[src/hdl/tosw_pkg.sv]
// Shared constants, codes and controller/datapath interface types of the scanline walker.
package tosw_pkg;

    localparam int SCREEN_COLS = 84;
    localparam int SCREEN_ROWS = 48;

    localparam int COL_W   = 7;
    localparam int ROW_W   = 6;
    // Signed column difference and the quotient of a slope division.
    localparam int DX_W    = COL_W + 1;
    localparam int PROD_W  = DX_W + ROW_W + 1;
    localparam int DIV_STEPS = COL_W;
    localparam int DIV_CNT_W = $clog2(DIV_STEPS);

    localparam logic [COL_W-1:0] COL_MAX = COL_W'(SCREEN_COLS - 1);
    localparam logic [ROW_W-1:0] ROW_MAX = ROW_W'(SCREEN_ROWS - 1);

    typedef enum logic [1:0] {
        DIV_LONG    = 2'd0,
        DIV_SHORT_A = 2'd1,
        DIV_SHORT_B = 2'd2
    } div_sel_t;

    typedef enum logic [1:0] {
        EMIT_EDGE = 2'd0,
        EMIT_VERT = 2'd1,
        EMIT_SPAN = 2'd2,
        EMIT_FLAT = 2'd3
    } emit_sel_t;

    typedef struct packed {
        logic      load;
        logic      prod;
        logic      div_start;
        div_sel_t  div_sel;
        logic      emit;
        logic      step;
        emit_sel_t emit_sel;
    } cmd_t;

    typedef struct packed {
        logic same_col;
        logic flat_all;
        logic flat_top;
        logic flat_bot;
        logic row_end;
        logic div_done;
        logic out_free;
    } status_t;

endpackage

[src/hdl/tosw_divider.sv]
// Iterative signed floor divider for slope setup, one quotient bit per cycle.
module tosw_divider (
    input  logic                              aclk,
    input  logic                              aresetn,
    input  logic                              start,
    input  logic signed [tosw_pkg::DX_W-1:0]  num,
    input  logic        [tosw_pkg::ROW_W-1:0] den,
    output logic                              done,
    output logic signed [tosw_pkg::DX_W-1:0]  quo,
    output logic        [tosw_pkg::ROW_W-1:0] rem
);

    logic                               busy_reg;
    logic                               done_reg;
    logic [tosw_pkg::DIV_CNT_W-1:0]     cnt_reg;
    logic [tosw_pkg::COL_W-1:0]         quo_reg;
    logic [tosw_pkg::ROW_W-1:0]         rem_reg;
    logic [tosw_pkg::ROW_W-1:0]         den_reg;
    logic                               neg_reg;

    logic [tosw_pkg::COL_W-1:0]         mag;
    logic [tosw_pkg::ROW_W:0]           trial;
    logic                               fit;
    logic [tosw_pkg::ROW_W-1:0]         rem_next;

    assign mag      = num[tosw_pkg::DX_W-1] ? tosw_pkg::COL_W'(-num)
                                            : tosw_pkg::COL_W'(num);
    assign trial    = {rem_reg, quo_reg[tosw_pkg::COL_W-1]};
    assign fit      = trial >= {1'b0, den_reg};
    assign rem_next = fit ? tosw_pkg::ROW_W'(trial - {1'b0, den_reg})
                          : trial[tosw_pkg::ROW_W-1:0];

    always_ff @(posedge aclk) begin
        if (!aresetn) begin
            busy_reg <= 1'b0;
            done_reg <= 1'b0;
            cnt_reg  <= '0;
        end else begin
            done_reg <= 1'b0;
            if (start) begin
                busy_reg <= 1'b1;
                cnt_reg  <= '0;
            end else if (busy_reg) begin
                cnt_reg <= cnt_reg + 1'b1;
                if (cnt_reg == tosw_pkg::DIV_CNT_W'(tosw_pkg::DIV_STEPS - 1)) begin
                    busy_reg <= 1'b0;
                    done_reg <= 1'b1;
                end
            end
        end
    end

    always_ff @(posedge aclk) begin
        if (start) begin
            quo_reg <= mag;
            rem_reg <= '0;
            den_reg <= den;
            neg_reg <= num[tosw_pkg::DX_W-1];
        end else if (busy_reg) begin
            quo_reg <= {quo_reg[tosw_pkg::COL_W-2:0], fit};
            rem_reg <= rem_next;
        end
    end

    // A negative dividend with a nonzero remainder rounds one further down.
    always_comb begin
        if (!neg_reg) begin
            quo = $signed({1'b0, quo_reg});
            rem = rem_reg;
        end else if (rem_reg == '0) begin
            quo = -$signed({1'b0, quo_reg});
            rem = '0;
        end else begin
            quo = -$signed({1'b0, quo_reg}) - tosw_pkg::DX_W'(1);
            rem = den_reg - rem_reg;
        end
    end

    assign done = done_reg;

endmodule

[src/hdl/tosw_datapath.sv]
// Vertex sort, slope setup, edge stepping and result register of the scanline walker.
module tosw_datapath (
    input  logic                              aclk,
    input  logic                              aresetn,
    input  tosw_pkg::cmd_t                    cmd,
    output tosw_pkg::status_t                 status,
    input  logic        [tosw_pkg::COL_W-1:0] s_vertex_a_x,
    input  logic        [tosw_pkg::ROW_W-1:0] s_vertex_a_y,
    input  logic        [tosw_pkg::COL_W-1:0] s_vertex_b_x,
    input  logic        [tosw_pkg::ROW_W-1:0] s_vertex_b_y,
    input  logic        [tosw_pkg::COL_W-1:0] s_vertex_c_x,
    input  logic        [tosw_pkg::ROW_W-1:0] s_vertex_c_y,
    output logic                              m_valid,
    input  logic                              m_ready,
    output logic        [tosw_pkg::ROW_W-1:0] m_row,
    output logic        [tosw_pkg::COL_W-1:0] m_x_left,
    output logic        [tosw_pkg::COL_W-1:0] m_x_right,
    output logic                              m_kind,
    output logic                              m_last
);

    typedef struct packed {
        logic [tosw_pkg::COL_W-1:0] x;
        logic [tosw_pkg::ROW_W-1:0] y;
    } vtx_t;

    typedef logic signed [tosw_pkg::DX_W-1:0]   dx_t;
    typedef logic signed [tosw_pkg::PROD_W-1:0] prod_t;

    function automatic vtx_t clamp_vtx(logic [tosw_pkg::COL_W-1:0] x,
                                       logic [tosw_pkg::ROW_W-1:0] y);
        vtx_t v;
        v.x = (x > tosw_pkg::COL_MAX) ? tosw_pkg::COL_MAX : x;
        v.y = (y > tosw_pkg::ROW_MAX) ? tosw_pkg::ROW_MAX : y;
        return v;
    endfunction

    function automatic logic after(vtx_t a, vtx_t b);
        return (a.y > b.y) || ((a.y == b.y) && (a.x > b.x));
    endfunction

    vtx_t  in0, in1, in2, s1a, s1b, s2a, s2b, srt0, srt1;
    vtx_t  v0_reg, v1_reg, v2_reg;

    dx_t   dx01, dx02, dx12;
    logic [tosw_pkg::ROW_W-1:0] dy01, dy02, dy12;
    prod_t prod_a_reg, prod_b_reg;
    logic  long_right;

    logic  div_done;
    dx_t   div_quo, div_num;
    logic [tosw_pkg::ROW_W-1:0] div_rem, div_den;

    dx_t   lq_reg, aq_reg, bq_reg;
    logic [tosw_pkg::ROW_W-1:0] lrs_reg, ars_reg, brs_reg;

    logic [tosw_pkg::ROW_W-1:0] y_reg, lr_reg, sr_reg;
    logic [tosw_pkg::COL_W-1:0] lx_reg, sx_reg;
    logic                       short_b_reg;

    logic [tosw_pkg::ROW_W:0]   lsum, ssum;
    logic                       lwrap, swrap;
    dx_t                        sq;
    logic [tosw_pkg::ROW_W-1:0] srs, sdy;
    logic [tosw_pkg::ROW_W-1:0] y_inc;

    logic                       m_valid_reg;
    logic [tosw_pkg::ROW_W-1:0] row_reg, row_next;
    logic [tosw_pkg::COL_W-1:0] xl_reg, xl_next, xr_reg, xr_next;
    logic                       kind_reg, kind_next, last_reg, last_next;

    // Three compare-exchange steps order the corners by row, then column.
    always_comb begin
        in0 = clamp_vtx(s_vertex_a_x, s_vertex_a_y);
        in1 = clamp_vtx(s_vertex_b_x, s_vertex_b_y);
        in2 = clamp_vtx(s_vertex_c_x, s_vertex_c_y);
        s1a = after(in0, in1) ? in1 : in0;
        s1b = after(in0, in1) ? in0 : in1;
        s2a = after(s1b, in2) ? in2 : s1b;
        s2b = after(s1b, in2) ? s1b : in2;
        srt0 = after(s1a, s2a) ? s2a : s1a;
        srt1 = after(s1a, s2a) ? s1a : s2a;
    end

    assign dx01 = $signed({1'b0, v1_reg.x}) - $signed({1'b0, v0_reg.x});
    assign dx02 = $signed({1'b0, v2_reg.x}) - $signed({1'b0, v0_reg.x});
    assign dx12 = $signed({1'b0, v2_reg.x}) - $signed({1'b0, v1_reg.x});
    assign dy01 = v1_reg.y - v0_reg.y;
    assign dy02 = v2_reg.y - v0_reg.y;
    assign dy12 = v2_reg.y - v1_reg.y;

    assign long_right = prod_a_reg > prod_b_reg;

    always_comb begin
        case (cmd.div_sel)
            tosw_pkg::DIV_LONG: begin
                div_num = dx02;
                div_den = dy02;
            end
            tosw_pkg::DIV_SHORT_A: begin
                div_num = dx01;
                div_den = dy01;
            end
            default: begin
                div_num = dx12;
                div_den = dy12;
            end
        endcase
    end

    tosw_divider u_divider (
        .aclk    (aclk),
        .aresetn (aresetn),
        .start   (cmd.div_start),
        .num     (div_num),
        .den     (div_den),
        .done    (div_done),
        .quo     (div_quo),
        .rem     (div_rem)
    );

    // Each edge advances by its whole quotient per row and carries one extra
    // column whenever the running remainder reaches the edge height.
    assign lsum  = {1'b0, lr_reg} + {1'b0, lrs_reg};
    assign lwrap = lsum >= {1'b0, dy02};
    assign sq    = short_b_reg ? bq_reg  : aq_reg;
    assign srs   = short_b_reg ? brs_reg : ars_reg;
    assign sdy   = short_b_reg ? dy12    : dy01;
    assign ssum  = {1'b0, sr_reg} + {1'b0, srs};
    assign swrap = ssum >= {1'b0, sdy};
    assign y_inc = y_reg + 1'b1;

    always_ff @(posedge aclk) begin
        if (cmd.load) begin
            v0_reg      <= srt0;
            v1_reg      <= srt1;
            v2_reg      <= s2b;
            y_reg       <= srt0.y;
            lx_reg      <= srt0.x;
            lr_reg      <= '0;
            sr_reg      <= '0;
            short_b_reg <= (srt0.y == srt1.y);
            sx_reg      <= (srt0.y == srt1.y) ? srt1.x : srt0.x;
        end else if (cmd.step) begin
            y_reg <= y_inc;
            if (lwrap) begin
                lx_reg <= tosw_pkg::COL_W'($signed({2'b0, lx_reg}) + lq_reg + 1'b1);
                lr_reg <= tosw_pkg::ROW_W'(lsum - {1'b0, dy02});
            end else begin
                lx_reg <= tosw_pkg::COL_W'($signed({2'b0, lx_reg}) + lq_reg);
                lr_reg <= lsum[tosw_pkg::ROW_W-1:0];
            end
            if (!short_b_reg && (y_inc == v1_reg.y)) begin
                short_b_reg <= 1'b1;
                sx_reg      <= v1_reg.x;
                sr_reg      <= '0;
            end else if (swrap) begin
                sx_reg <= tosw_pkg::COL_W'($signed({2'b0, sx_reg}) + sq + 1'b1);
                sr_reg <= tosw_pkg::ROW_W'(ssum - {1'b0, sdy});
            end else begin
                sx_reg <= tosw_pkg::COL_W'($signed({2'b0, sx_reg}) + sq);
                sr_reg <= ssum[tosw_pkg::ROW_W-1:0];
            end
        end
        if (cmd.prod) begin
            prod_a_reg <= $signed({1'b0, dy01}) * dx02;
            prod_b_reg <= $signed({1'b0, dy02}) * dx01;
        end
        if (div_done) begin
            case (cmd.div_sel)
                tosw_pkg::DIV_LONG: begin
                    lq_reg  <= div_quo;
                    lrs_reg <= div_rem;
                end
                tosw_pkg::DIV_SHORT_A: begin
                    aq_reg  <= div_quo;
                    ars_reg <= div_rem;
                end
                default: begin
                    bq_reg  <= div_quo;
                    brs_reg <= div_rem;
                end
            endcase
        end
    end

    always_comb begin
        row_next  = y_reg;
        xl_next   = long_right ? sx_reg : lx_reg;
        xr_next   = long_right ? lx_reg : sx_reg;
        kind_next = 1'b0;
        last_next = (y_reg == v2_reg.y);
        unique case (cmd.emit_sel)
            tosw_pkg::EMIT_EDGE: begin
            end
            tosw_pkg::EMIT_VERT: begin
                xl_next = v0_reg.x;
                xr_next = v0_reg.x;
            end
            tosw_pkg::EMIT_SPAN: begin
                row_next  = v0_reg.y;
                xl_next   = v0_reg.x;
                xr_next   = v2_reg.x;
                kind_next = 1'b1;
                last_next = 1'b1;
            end
            tosw_pkg::EMIT_FLAT: begin
                kind_next = 1'b1;
                last_next = 1'b0;
                if (v0_reg.y == v1_reg.y) begin
                    row_next = v0_reg.y;
                    xl_next  = v0_reg.x;
                    xr_next  = v1_reg.x;
                end else begin
                    row_next = v1_reg.y;
                    xl_next  = v1_reg.x;
                    xr_next  = v2_reg.x;
                end
            end
            default: begin
            end
        endcase
    end

    always_ff @(posedge aclk) begin
        if (!aresetn) begin
            m_valid_reg <= 1'b0;
        end else if (cmd.emit) begin
            m_valid_reg <= 1'b1;
        end else if (m_ready) begin
            m_valid_reg <= 1'b0;
        end
    end

    always_ff @(posedge aclk) begin
        if (cmd.emit) begin
            row_reg  <= row_next;
            xl_reg   <= xl_next;
            xr_reg   <= xr_next;
            kind_reg <= kind_next;
            last_reg <= last_next;
        end
    end

    assign status.same_col = (v0_reg.x == v1_reg.x) && (v0_reg.x == v2_reg.x);
    assign status.flat_all = (v0_reg.y == v2_reg.y);
    assign status.flat_top = (v0_reg.y == v1_reg.y);
    assign status.flat_bot = (v1_reg.y == v2_reg.y);
    assign status.row_end  = (y_reg == v2_reg.y);
    assign status.div_done = div_done;
    assign status.out_free = !m_valid_reg || m_ready;

    assign m_valid   = m_valid_reg;
    assign m_row     = row_reg;
    assign m_x_left  = xl_reg;
    assign m_x_right = xr_reg;
    assign m_kind    = kind_reg;
    assign m_last    = last_reg;

endmodule

[src/hdl/tosw_ctrl.sv]
// Sequencing state machine of the scanline walker.
module tosw_ctrl (
    input  logic              aclk,
    input  logic              aresetn,
    input  logic              s_valid,
    output logic              s_ready,
    input  tosw_pkg::status_t status,
    output tosw_pkg::cmd_t    cmd
);

    typedef enum logic [7:0] {
        ST_IDLE     = 8'b0000_0001,
        ST_PROD     = 8'b0000_0010,
        ST_DIV_GO   = 8'b0000_0100,
        ST_DIV_WAIT = 8'b0000_1000,
        ST_VERT     = 8'b0001_0000,
        ST_SPAN     = 8'b0010_0000,
        ST_FLAT     = 8'b0100_0000,
        ST_WALK     = 8'b1000_0000
    } state_t;

    state_t              state_reg, state_next;
    tosw_pkg::div_sel_t  sel_reg, sel_next;

    always_ff @(posedge aclk) begin
        if (!aresetn) begin
            state_reg <= ST_IDLE;
            sel_reg   <= tosw_pkg::DIV_LONG;
        end else begin
            state_reg <= state_next;
            sel_reg   <= sel_next;
        end
    end

    always_comb begin
        state_next    = state_reg;
        sel_next      = sel_reg;
        s_ready       = 1'b0;
        cmd.load      = 1'b0;
        cmd.prod      = 1'b0;
        cmd.div_start = 1'b0;
        cmd.div_sel   = sel_reg;
        cmd.emit      = 1'b0;
        cmd.step      = 1'b0;
        cmd.emit_sel  = tosw_pkg::EMIT_EDGE;
        unique case (state_reg)
            ST_IDLE: begin
                s_ready  = 1'b1;
                cmd.load = s_valid;
                if (s_valid) begin
                    state_next = ST_PROD;
                end
            end
            ST_PROD: begin
                cmd.prod = 1'b1;
                sel_next = tosw_pkg::DIV_LONG;
                if (status.same_col) begin
                    state_next = ST_VERT;
                end else if (status.flat_all) begin
                    state_next = ST_SPAN;
                end else begin
                    state_next = ST_DIV_GO;
                end
            end
            ST_DIV_GO: begin
                cmd.div_start = 1'b1;
                state_next    = ST_DIV_WAIT;
            end
            ST_DIV_WAIT: begin
                if (status.div_done) begin
                    case (sel_reg)
                        tosw_pkg::DIV_LONG: begin
                            sel_next   = tosw_pkg::DIV_SHORT_A;
                            state_next = ST_DIV_GO;
                        end
                        tosw_pkg::DIV_SHORT_A: begin
                            sel_next   = tosw_pkg::DIV_SHORT_B;
                            state_next = ST_DIV_GO;
                        end
                        default: begin
                            sel_next   = tosw_pkg::DIV_LONG;
                            state_next = (status.flat_top || status.flat_bot) ? ST_FLAT
                                                                              : ST_WALK;
                        end
                    endcase
                end
            end
            ST_VERT: begin
                cmd.emit_sel = tosw_pkg::EMIT_VERT;
                if (status.out_free) begin
                    cmd.emit = 1'b1;
                    cmd.step = 1'b1;
                    if (status.row_end) begin
                        state_next = ST_IDLE;
                    end
                end
            end
            ST_SPAN: begin
                cmd.emit_sel = tosw_pkg::EMIT_SPAN;
                if (status.out_free) begin
                    cmd.emit   = 1'b1;
                    state_next = ST_IDLE;
                end
            end
            ST_FLAT: begin
                cmd.emit_sel = tosw_pkg::EMIT_FLAT;
                if (status.out_free) begin
                    cmd.emit   = 1'b1;
                    state_next = ST_WALK;
                end
            end
            ST_WALK: begin
                cmd.emit_sel = tosw_pkg::EMIT_EDGE;
                if (status.out_free) begin
                    cmd.emit = 1'b1;
                    cmd.step = 1'b1;
                    if (status.row_end) begin
                        state_next = ST_IDLE;
                    end
                end
            end
            default: begin
                state_next = ST_IDLE;
            end
        endcase
    end

endmodule

[src/hdl/triangle_outline_scanline_walker.sv]
// Top level of the triangle outline scanline walker.
//
//   channel | direction | beat contents
//   s_      | in        | three corners: vertex_{a,b,c}_{x,y}
//   m_      | out       | row, x_left, x_right, kind, last
//
// A triangle is accepted and set up, then takes three slope divisions on the
// shared divider, then its result beats: one per row, plus one for a flat edge.
// Triangles in one column or one row skip the divisions. Reset is synchronous and
// active low and clears the controller and the result valid. A stalled m_ready
// holds the walk in place; a new triangle is taken once the last beat sits in the
// result register.
module triangle_outline_scanline_walker (
    input  logic                              aclk,
    input  logic                              aresetn,
    input  logic                              s_valid,
    output logic                              s_ready,
    input  logic        [tosw_pkg::COL_W-1:0] s_vertex_a_x,
    input  logic        [tosw_pkg::ROW_W-1:0] s_vertex_a_y,
    input  logic        [tosw_pkg::COL_W-1:0] s_vertex_b_x,
    input  logic        [tosw_pkg::ROW_W-1:0] s_vertex_b_y,
    input  logic        [tosw_pkg::COL_W-1:0] s_vertex_c_x,
    input  logic        [tosw_pkg::ROW_W-1:0] s_vertex_c_y,
    output logic                              m_valid,
    input  logic                              m_ready,
    output logic        [tosw_pkg::ROW_W-1:0] m_row,
    output logic        [tosw_pkg::COL_W-1:0] m_x_left,
    output logic        [tosw_pkg::COL_W-1:0] m_x_right,
    output logic                              m_kind,
    output logic                              m_last
);

    tosw_pkg::cmd_t    cmd;
    tosw_pkg::status_t status;

    tosw_ctrl u_ctrl (
        .aclk    (aclk),
        .aresetn (aresetn),
        .s_valid (s_valid),
        .s_ready (s_ready),
        .status  (status),
        .cmd     (cmd)
    );

    tosw_datapath u_datapath (
        .aclk         (aclk),
        .aresetn      (aresetn),
        .cmd          (cmd),
        .status       (status),
        .s_vertex_a_x (s_vertex_a_x),
        .s_vertex_a_y (s_vertex_a_y),
        .s_vertex_b_x (s_vertex_b_x),
        .s_vertex_b_y (s_vertex_b_y),
        .s_vertex_c_x (s_vertex_c_x),
        .s_vertex_c_y (s_vertex_c_y),
        .m_valid      (m_valid),
        .m_ready      (m_ready),
        .m_row        (m_row),
        .m_x_left     (m_x_left),
        .m_x_right    (m_x_right),
        .m_kind       (m_kind),
        .m_last       (m_last)
    );

endmodule

[config.mk]
export PLATFORM = sky130hd
export DESIGN_NAME = triangle_outline_scanline_walker
export DESIGN_NICKNAME = d
export VERILOG_FILES = /design/src/hdl/tosw_pkg.sv /design/src/hdl/tosw_divider.sv /design/src/hdl/tosw_datapath.sv /design/src/hdl/tosw_ctrl.sv /design/src/hdl/triangle_outline_scanline_walker.sv
export SDC_FILE = /design/constraint.sdc
export NUM_CORES = 1
export LEC_CHECK = 0
export BUFFER_PORTS_ARGS = -buffer_cell sky130_fd_sc_hd__buf_2
export CORE_MARGIN = 1.5
export CORE_UTILIZATION = 58
export DETAILED_ROUTE_END_ITERATION = 8
export GPL_TIMING_DRIVEN = 0
export HOLD_SLACK_MARGIN = 0.06
export MAX_ROUTING_LAYER = met4
export PLACE_DENSITY = 0.83
export SETUP_SLACK_MARGIN = 0.5
export SYNTH_ARGS = -nofsm -noshare
export SYNTH_HDL_FRONTEND = slang
export SYNTH_HIERARCHICAL = 1
export SYNTH_SLANG_ARGS = --single-unit
[constraint.sdc]
create_clock -name aclk -period 6.25 [get_ports aclk]
set_clock_uncertainty 0.1 [all_clocks]
set_input_delay 0.3125 -clock aclk [delete_from_list [all_inputs] [get_ports aclk]]
set_output_delay 0.3125 -clock aclk [all_outputs]
set_load 0.02 [all_outputs]
After elaboration in Yosys (flattened, before gate mapping) --
Cells that the tools add are included.
Cells by class: $add $sub $neg 23, multiply operators 2, $lt $le $gt $ge 16, equal/unequal tests 30, mux-type cells 80, bitwise gates (word level) 3, reduce and logical (&&, ||, !) cells 32
Operators with widths (count):
- two-way mux 7 bit | 21
- two-way mux 6 bit | 16
- two-way mux 13 bit | 6
- two-way mux 8 bit | 8
- one-hot mux 8 bit (7 select lines) | 1
- == test 6 bit | 9
- subtractor 6 bit | 7
- multiplier 7 x 8 -> 15 bit | 2
- adder 7 bit | 4
- one-hot mux 6 bit (2 select lines) | 2
- subtractor 7 x 7 -> 8 bit | 3
- >= comparator 7 x 6 -> 1 bit | 3
- greater-than comparator 7 bit | 3
- greater-than comparator 7 bit (second input constant) | 3
- one-hot mux 7 bit (3 select lines) | 1
- greater-than comparator 6 bit | 3
- greater-than comparator 6 bit (second input constant) | 3
- two-way mux 1 bit | 16
- one-hot mux 8 bit (2 select lines) | 1
- greater-than comparator 15 bit | 1
- adder 6 x 6 -> 7 bit | 2
- adder 7 x 1 -> 7 bit (second input constant) | 2
- == test 7 bit | 2
- negator 7 bit | 2
- other kinds (32) | 65
Word-level totals: flip-flop bits (word level) 199, bits of input ports 43, word-level logic and storage cells 221

Logic depth before layout (Yosys ltp) --
Gate-level depths: netlist (run 1).
depth after elaboration 17, depth in mapped cells 35, gate-level depth less buffers 31

By module --
The synthesis (run 1) kept the hierarchy.
Modules (own cells, without submodules):
- tosw_datapath | instances 1, cells an instance 1682, area an instance 16014.1 um2, sequential area each 4794.6 um2
- tosw_divider | instances 1, cells an instance 237, area an instance 2053.2 um2, sequential area each 640.6 um2
- tosw_ctrl | instances 1, cells an instance 89, area an instance 695.7 um2, sequential area each 200.2 um2

Least setup slack after synthesis (run 1) --
No wires, ideal clock.
path type input -> register, from in s_vertex_b_x[3] (netlist bit), to reg u_datapath/sx_reg[2] (netlist bit) (data pin), arrival 6.404 ns, data required time 6.005 ns, path slack -0.399 ns, cell stages on the path 31, path buffers 2, path through o21a_1 o21ai_0 nor2b_1 inv_1 ha_1 nand3b_1 a21o_1 a211o_4 nand2_1 clkbuf_1 mux2i_1 ha_1 nor2b_1 o211ai_1 a21oi_1 o21ai_0 clkbuf_1 nand2_1 o21ai_0 inv_1 ha_1 nor2b_1 o21a_1 o21a_1 o21a_1 o21a_1 o21a_1 or4_1 nand4_2 mux2_2 o21ai_1
Between the ends: longest elaborated chain between the ends 17
RTL lines:
- start: declaration | line triangle_outline_scanline_walker.sv:20 | input logic [tosw_pkg::COL_W-1:0] s_vertex_b_x,
- greater-than comparator 7 bit | line tosw_datapath.sv:33 | v.x = (x > tosw_pkg::COL_MAX) ? tosw_pkg::COL_MAX : x;
- two-way mux 7 bit (*) | line tosw_datapath.sv:33
- greater-than comparator 7 bit | line tosw_datapath.sv:39 | return (a.y > b.y) || ((a.y == b.y) && (a.x > b.x));
- logical AND 1 bit | line tosw_datapath.sv:39
- logical OR 1 bit | line tosw_datapath.sv:39
- two-way mux 13 bit | line tosw_datapath.sv:78 | s1b = after(in0, in1) ? in0 : in1;
- greater-than comparator 7 bit or == test 6 bit (tied branches) | line tosw_datapath.sv:39
- logical AND 1 bit | line tosw_datapath.sv:39
- logical OR 1 bit | line tosw_datapath.sv:39
- two-way mux 13 bit | line tosw_datapath.sv:79 | s2a = after(s1b, in2) ? in2 : s1b;
- greater-than comparator 7 bit or == test 6 bit (tied branches) | line tosw_datapath.sv:39
- logical AND 1 bit | line tosw_datapath.sv:39
- logical OR 1 bit | line tosw_datapath.sv:39
- two-way mux 13 bit (on tied branches) | line tosw_datapath.sv:81, tosw_datapath.sv:82
- == test 6 bit | line tosw_datapath.sv:143 | sx_reg <= (srt0.y == srt1.y) ? srt1.x : srt0.x;
- two-way mux 7 bit (*) | line tosw_datapath.sv:143
- two-way mux 7 bit (*) | line tosw_datapath.sv:134 | if (cmd.load) begin
- end signal: assignment | line tosw_datapath.sv:143
- end signal: assignment | line tosw_datapath.sv:155 | sx_reg <= v1_reg.x;
- end signal: assignment | line tosw_datapath.sv:158 | sx_reg <= tosw_pkg::COL_W'($signed({2'b0, sx_reg}) + sq + 1'b1);
- end: declaration | line tosw_datapath.sv:58 | logic [tosw_pkg::COL_W-1:0] lx_reg, sx_reg;
Mark *: on every way between the ends. The rest lies on a longest branch, timed or not. A chain may end at the register's enable or synchronous reset.

==> reports/metrics.yaml, run 1 <==
critical_path:
  setup.worst_path.end_class: "flop"
  cp_slowest_cell: "a211o_4"
  rrSetupSlack_ns: 0.13
  crit_type: "in2reg"
  rr_worst_depth: 24
  r2r-end: "u_datapath/prod_a_reg[14]$_DFFE_PP_"
  crit_start: "s_vertex_b_x[2]"
  cp_common_cell: "o21a_1"
  max_stage_delay_ns: 0.37
  startpoint_type: "input port"
  arrival_ns: 6.48
  r2r-start: "u_datapath/v1_reg[0]$_DFFE_PP_"
  critPathMaxFanout: 6
  endpoint: "u_datapath/v1_reg[2]$_DFFE_PP_"
  cp.required_ns: 6.46
synthesis:
  synth_cells: 2003
  ys_warn_count: 6
  synth.avg_cell_area_sq_um: 9.35
  syn_nets: 2341
  synth_area_sq_mm: 0.0187
drt:
  num_vias: 17000
  drt_iter0_markers: 1864
  firstDrtPassIters: 6
  met1_length_um: 22800
  routed_wl_um: 60400
  dr_wl_met3_um: 5610
  postRouteAntennaNets: 0
  met2WireLength_um: 28500
  route.detailed.drc: 0
  top_layer: "met4"
  vias_per_cell: 6.45
  wire_per_inst_um: 22.9
cts:
  clk_path_buf_depth: 2
  cts_tree: "done"
  cts_buffers: 17
  clockRootBuffer: "clkbuf_16"
  numClockSinks: 199
  cts_max_level: 4
  clk_pin_slew_ns: 0.08
  worstSkewPairLatency_ns: 0.48
layout:
  design_area_sq_mm: 0.0230
  layout_common_cells: "inv_1 (231), ha_1 (185), nor2_1 (166), edfxtp_1 (165), nand2_1 (128)"
  drive_above_1_share_pct: 23.4
  layout_commonest_cell: "inv_1"
  fillers: 2040
  syn2layout_area_growth_pct: 23.0
  nets: 2562
floorplan:
  die_height_um: 183
  rows: 65
  core_area_sq_mm: 0.0316
  initial_utilization_pct: 59.2
  io_pins: 67
  fp.dieW_um: 183
  die-area_sq_mm: 0.0334
placement:
  dp_hpwl_um: 39700
  dpl_cell_area_sq_mm: 0.0198
  place.gp.congestion: 0.985
  io_buffers: 66
grt:
  grt_pass1_wl_um: 85100
  globalRouteOverflowTotal: 0
  grt_pass1_vias: 15900
  grt_max_degree: 42
  grt.total_usage_pct: 34.0
  antenna_found_initial: 1
run_status:
  violations: "negative setup slack"
  status: "finished with violations"
timing:
  layout_setup_ws_ns: -0.0219
  slew_viol_final: 0
  fin_crit_sh_pct: 100
  tightest_slew_ns: 1.47
  slew_headroom_pct: 1.86
  rsz0062_at_grt: "yes"
  timing.fmax_mhz: 159
  layout_min_cycle_time_ns: 6.27
  hold_viol_final: 0
  setup_viol: 1
hold_path:
  min_path_type: "in2reg"
flow_run:
  max-cap-violations: 0
through the flow:
| step | hold slack (ns) | worst slack [ns] | utilization [%] | cells | setup TNS, ns |
|---|---|---|---|---|---|
| after floorplan | 0.291 | 0.321 | - | 2003 | 0 |
| after global placement | 0.346 | -0.468 | 62.4 | 2471 | -14.02 |
| after detailed placement | 0.349 | -0.540 | 62.7 | 2477 | -17.37 |
| after CTS | 0.0991 | 0.296 | 68.8 | 2587 | 0 |
| after global routing | 0.162 | -0.0989 | 72.8 | 2640 | -0.477 |
| final | 0.138 | -0.0219 | 72.8 | 2640 | -0.0219 |
worst max-delay path, delay by kind of cell:
family,cells,cell delay (ns)
AOI/OAI and AO/OA,15,3.24
adders and majority gates,3,0.82
buffers and inverters,9,1.21
and+or+nand+nor,8,0.87
how the worst min path moves through the flow:
stage / start / end / slack (ns) / cells past startpoint
final: s_vertex_c_x[6] / u_datapath/v2_reg[12]$_DFFE_PP_ / 0.14 / 3
after CTS: s_vertex_c_x[6] / u_datapath/v2_reg[12]$_DFFE_PP_ / 0.1 / 3
after floorplan: aresetn / u_ctrl/state_reg[0]$_SDFFE_PN1P_ / 0.29 / 1
after global placement: u_datapath/sr_reg[2]$_SDFFE_PP0P_ / u_datapath/sr_reg[2]$_SDFFE_PP0P_ / 0.35 / 2
after detailed placement: u_datapath/sr_reg[2]$_SDFFE_PP0P_ / u_datapath/sr_reg[2]$_SDFFE_PP0P_ / 0.35 / 2
after global routing: s_vertex_c_x[6] / u_datapath/v2_reg[12]$_DFFE_PP_ / 0.16 / 3
what timing repair did:
action	4_1_cts	5_1_grt
buffers inserted	73	49
gates cloned	3	3
endpoints found under the setup margin	58	55
pin swaps	59	74
hold buffers	2	0
endpoints found under the hold margin	2	0
gates resized for setup	142	154
layout make-up:
cell class | instances | area (sq um) | area share, %
Antenna cell | 1 | 2.50 | 0.0109
Buffer | 67 | 408 | 1.77
Clock buffer | 19 | 433 | 1.88
Clock inverter | 13 | 135 | 0.587
Inverter | 245 | 922 | 4.01
Multi-Input combinational cell | 1492 | 13400 | 58.3
Sequential cell | 199 | 5640 | 24.5
Tap cell | 402 | 503 | 2.18
Timing Repair Buffer | 202 | 1560 | 6.77
metal layers:
metal / vias to the layer above / GRT usage, %
met2: 1080 / 55.1
met4: 0 / 13.4
li1: 7462 / -
met3: 326 / 5.63
met5: - / -
met1: 8173 / 42.6
Power of run 1 is not shown: default switching activity piles up to over one toggle a cycle in this logic, so the estimate is an artifact.
==> run 2, diff against run 1 <==
--- a/config.mk
+++ b/config.mk
@@ -14,4 +14,5 @@
 export MAX_ROUTING_LAYER = met4
 export PLACE_DENSITY = 0.83
+export RECOVER_POWER = 25
 export SETUP_SLACK_MARGIN = 0.5
 export SYNTH_ARGS = -nofsm -noshare
==> constraint.sdc (replaced) <==
create_clock -name aclk -period 6.25 [get_ports aclk]
set_clock_uncertainty 0.1 [all_clocks]
set_input_delay 0.625 -clock aclk [delete_from_list [all_inputs] [get_ports aclk]]
set_output_delay 0.625 -clock aclk [all_outputs]
set_load 0.02 [all_outputs]
==> reports/metrics.yaml, run 2 (synthesis results as in run 1) <==
run_status:
  status: "finished with violations"  # unchanged
  violations: "negative setup slack"  # unchanged
timing:
  hold_viol_final: 0  # unchanged
  setup-tns-final_ns: -3.14  # was -0.0219 ns
  tightest_slew_ns: 1.07  # was 1.47 ns
  layout_setup_ws_ns: -0.184  # was -0.0219 ns
  fin_crit_sh_pct: 103  # was 100%
  layout_min_cycle_time_ns: 6.43  # was 6.27 ns
  rsz0062_at_grt: "yes"  # unchanged
  setup_viol: 28  # was 1
  timing.fmax_mhz: 155  # was 159 MHz
  slew_viol_final: 0  # unchanged
  slew_headroom_pct: 28.2  # was 1.86%
drt:
  vias_per_cell: 6.40  # was 6.45
  wire_per_inst_um: 22.4  # was 22.9 um
  drt_iter0_markers: 1761  # was 1864
  postRouteAntennaNets: 0  # unchanged
  routed_wl_um: 59200  # was 60400 um
  firstDrtPassIters: 6  # unchanged
  num_vias: 16900  # was 17000
  route.detailed.drc: 0  # unchanged
critical_path:
  startpoint_type: "input port"  # unchanged
  endpoint: "u_datapath/sx_reg[5]$_DFFE_PP_"  # was u_datapath/v1_reg[2]$_DFFE_PP_
  r2r-start: "u_datapath/v2_reg[0]$_DFFE_PP_"  # was u_datapath/v1_reg[0]$_DFFE_PP_
  worstSetupPathDepth: 31  # was 35
  max_stage_delay_ns: 0.51  # was 0.37 ns
  r2r-end: "u_datapath/prod_b_reg[14]$_DFFE_PP_"  # was u_datapath/prod_a_reg[14]$_DFFE_PP_
  critical_path_buf_inv_count: 4  # was 9
  cp.required_ns: 6.37  # was 6.46 ns
  arrival_ns: 6.55  # was 6.48 ns
  crit_start: "s_vertex_b_x[3]"  # was s_vertex_b_x[2]
  crit_type: "in2reg"  # unchanged
  cp_slowest_cell: "or4_4"  # was a211o_4
  cp_common_cell: "o21a_1"  # unchanged
  crit_family: "compound AO/OA/AOI/OAI gates"  # unchanged
  critPathMaxFanout: 7  # was 6
  setup.worst_path.end_class: "flop"  # unchanged
  rr_worst_depth: 24  # unchanged
  rrSetupSlack_ns: 0.25  # was 0.13 ns
hold_path:
  min_path_type: "in2reg"  # unchanged
  min-delay-start: "aresetn"  # was s_vertex_c_x[6]
cts:
  cts_buffers: 17  # unchanged
  numClockSinks: 199  # unchanged
  clk_path_buf_depth: 2  # unchanged
  cts_tree: "done"  # unchanged
  cts_max_level: 4  # unchanged
  worstSkewPairLatency_ns: 0.46  # was 0.48 ns
  clk_pin_slew_ns: 0.08  # about the same
  clockRootBuffer: "clkbuf_16"  # unchanged
floorplan:
  die_height_um: 183  # unchanged
  die-area_sq_mm: 0.0334  # unchanged
  rows: 65  # unchanged
  core_area_sq_mm: 0.0316  # unchanged
  fp.dieW_um: 183  # unchanged
  io_pins: 67  # unchanged
  initial_utilization_pct: 59.2  # unchanged
layout:
  nets: 2561  # was 2562
  drive_above_1_share_pct: 22.6  # was 23.4%
  syn2layout_area_growth_pct: 22.2  # was 23.0%
  layout_commonest_cell: "inv_1"  # unchanged
  layout_common_cells: "inv_1 (224), ha_1 (183), nor2_1 (165), edfxtp_1 (165), nand2_1 (130)"  # was inv_1 (231), ha_1 (185), nor2_1 (166), edfxtp_1 (165), nand2_1 (128)
grt:
  grt_max_degree: 42  # unchanged
  grt_pass1_vias: 16200  # was 15900
  grt.total_usage_pct: 34.7  # was 34.0%
  globalRouteOverflowTotal: 0  # unchanged
  antenna_found_initial: 0  # was 1
  grt_pass1_wl_um: 86400  # was 85100 um
flow_run:
  max-cap-violations: 0  # unchanged
placement:
  dp_hpwl_um: 40400  # was 39700 um
  place.gp.congestion: 0.977  # was 0.985
  io_buffers: 66  # unchanged
run 2: cell count changes in the layout (fill, tap and decap cells not counted), sizes merged:
cell | previous run | this run
dlygate4sd3 | 2 | 0
clkinvlp | 1 | 2
buf | 211 | 183
bufinv | 0 | 1
clkbuf | 75 | 103
inv | 250 | 249
run 2: cell type report:
class | count | area (sq um)
antenna | 1 | 2.50
buffer | 67 | 405
clock buffer | 18 | 439
clock inverter | 14 | 179
fill | 2107 | 8750
inverter | 245 | 925
multi-input combinational | 1492 | 13300
sequential | 199 | 5640
tap | 402 | 503
timing repair buffer | 201 | 1480
run 2: worst reg2reg max path: stages, from the launching register on:
cell,delay (ns)
edfxtp_1,0.45
inv_1,0.12
ha_1,0.15
inv_1,0.07
fa_2,0.40
a21o_1,0.22
a21oi_2,0.28
xor2_4,0.28
nor2_1,0.10
ha_1,0.31
inv_1,0.05
fa_1,0.49
fa_1,0.56
inv_2,0.05
fa_1,0.56
ha_4,0.24
inv_1,0.08
o21bai_1,0.09
a21oi_2,0.17
o21bai_1,0.09
a21oi_2,0.18
nor2b_1,0.07
o21a_1,0.20
o41a_1,0.33
xnor2_1,0.13
run 2: worst min path at each step:
stage	endpoint	slack, ns	cells past startpoint
4_1_cts	u_ctrl/state_reg[0]$_SDFFE_PN1P_	0.32	2
3_3_place_gp	u_datapath/sr_reg[0]$_SDFFE_PP0P_	0.34	2
5_1_grt	u_ctrl/state_reg[0]$_SDFFE_PN1P_	0.36	2
3_5_place_dp	u_datapath/sr_reg[2]$_SDFFE_PP0P_	0.36	2
6_report	u_ctrl/state_reg[0]$_SDFFE_PN1P_	0.34	2
2_1_floorplan	u_datapath/sr_reg[0]$_SDFFE_PP0P_	0.33	2
run 2: metal layers:
layer,share of wire (%),global-route usage (%)
met1,38,42.9
met5,0,-
met4,4.9,15.3
met2,48,55.7
met3,9.2,6.47
run 2: through the flow:
step	area (sq um)	setup WS (ns)	cells	util [%]	hold slack [ns]
floorplan	18900	0.0262	2003	-	0.332
global placement	19700	-0.797	2471	62.4	0.342
detailed placement	19800	-0.943	2477	62.6	0.356
CTS	22100	0.0282	2597	70.0	0.316
global route	22900	-0.338	2638	72.3	0.361
finish	22900	-0.184	2639	72.3	0.343
run 2: what timing repair did:
action,4_1_cts,5_1_grt
resized for setup,197,105
setup endpoints to repair,57,54
cloned,6,0
pin swaps,50,52
setup buffers,82,40
hold buffers,0,0
Power of run 2 is left out for the same reason.
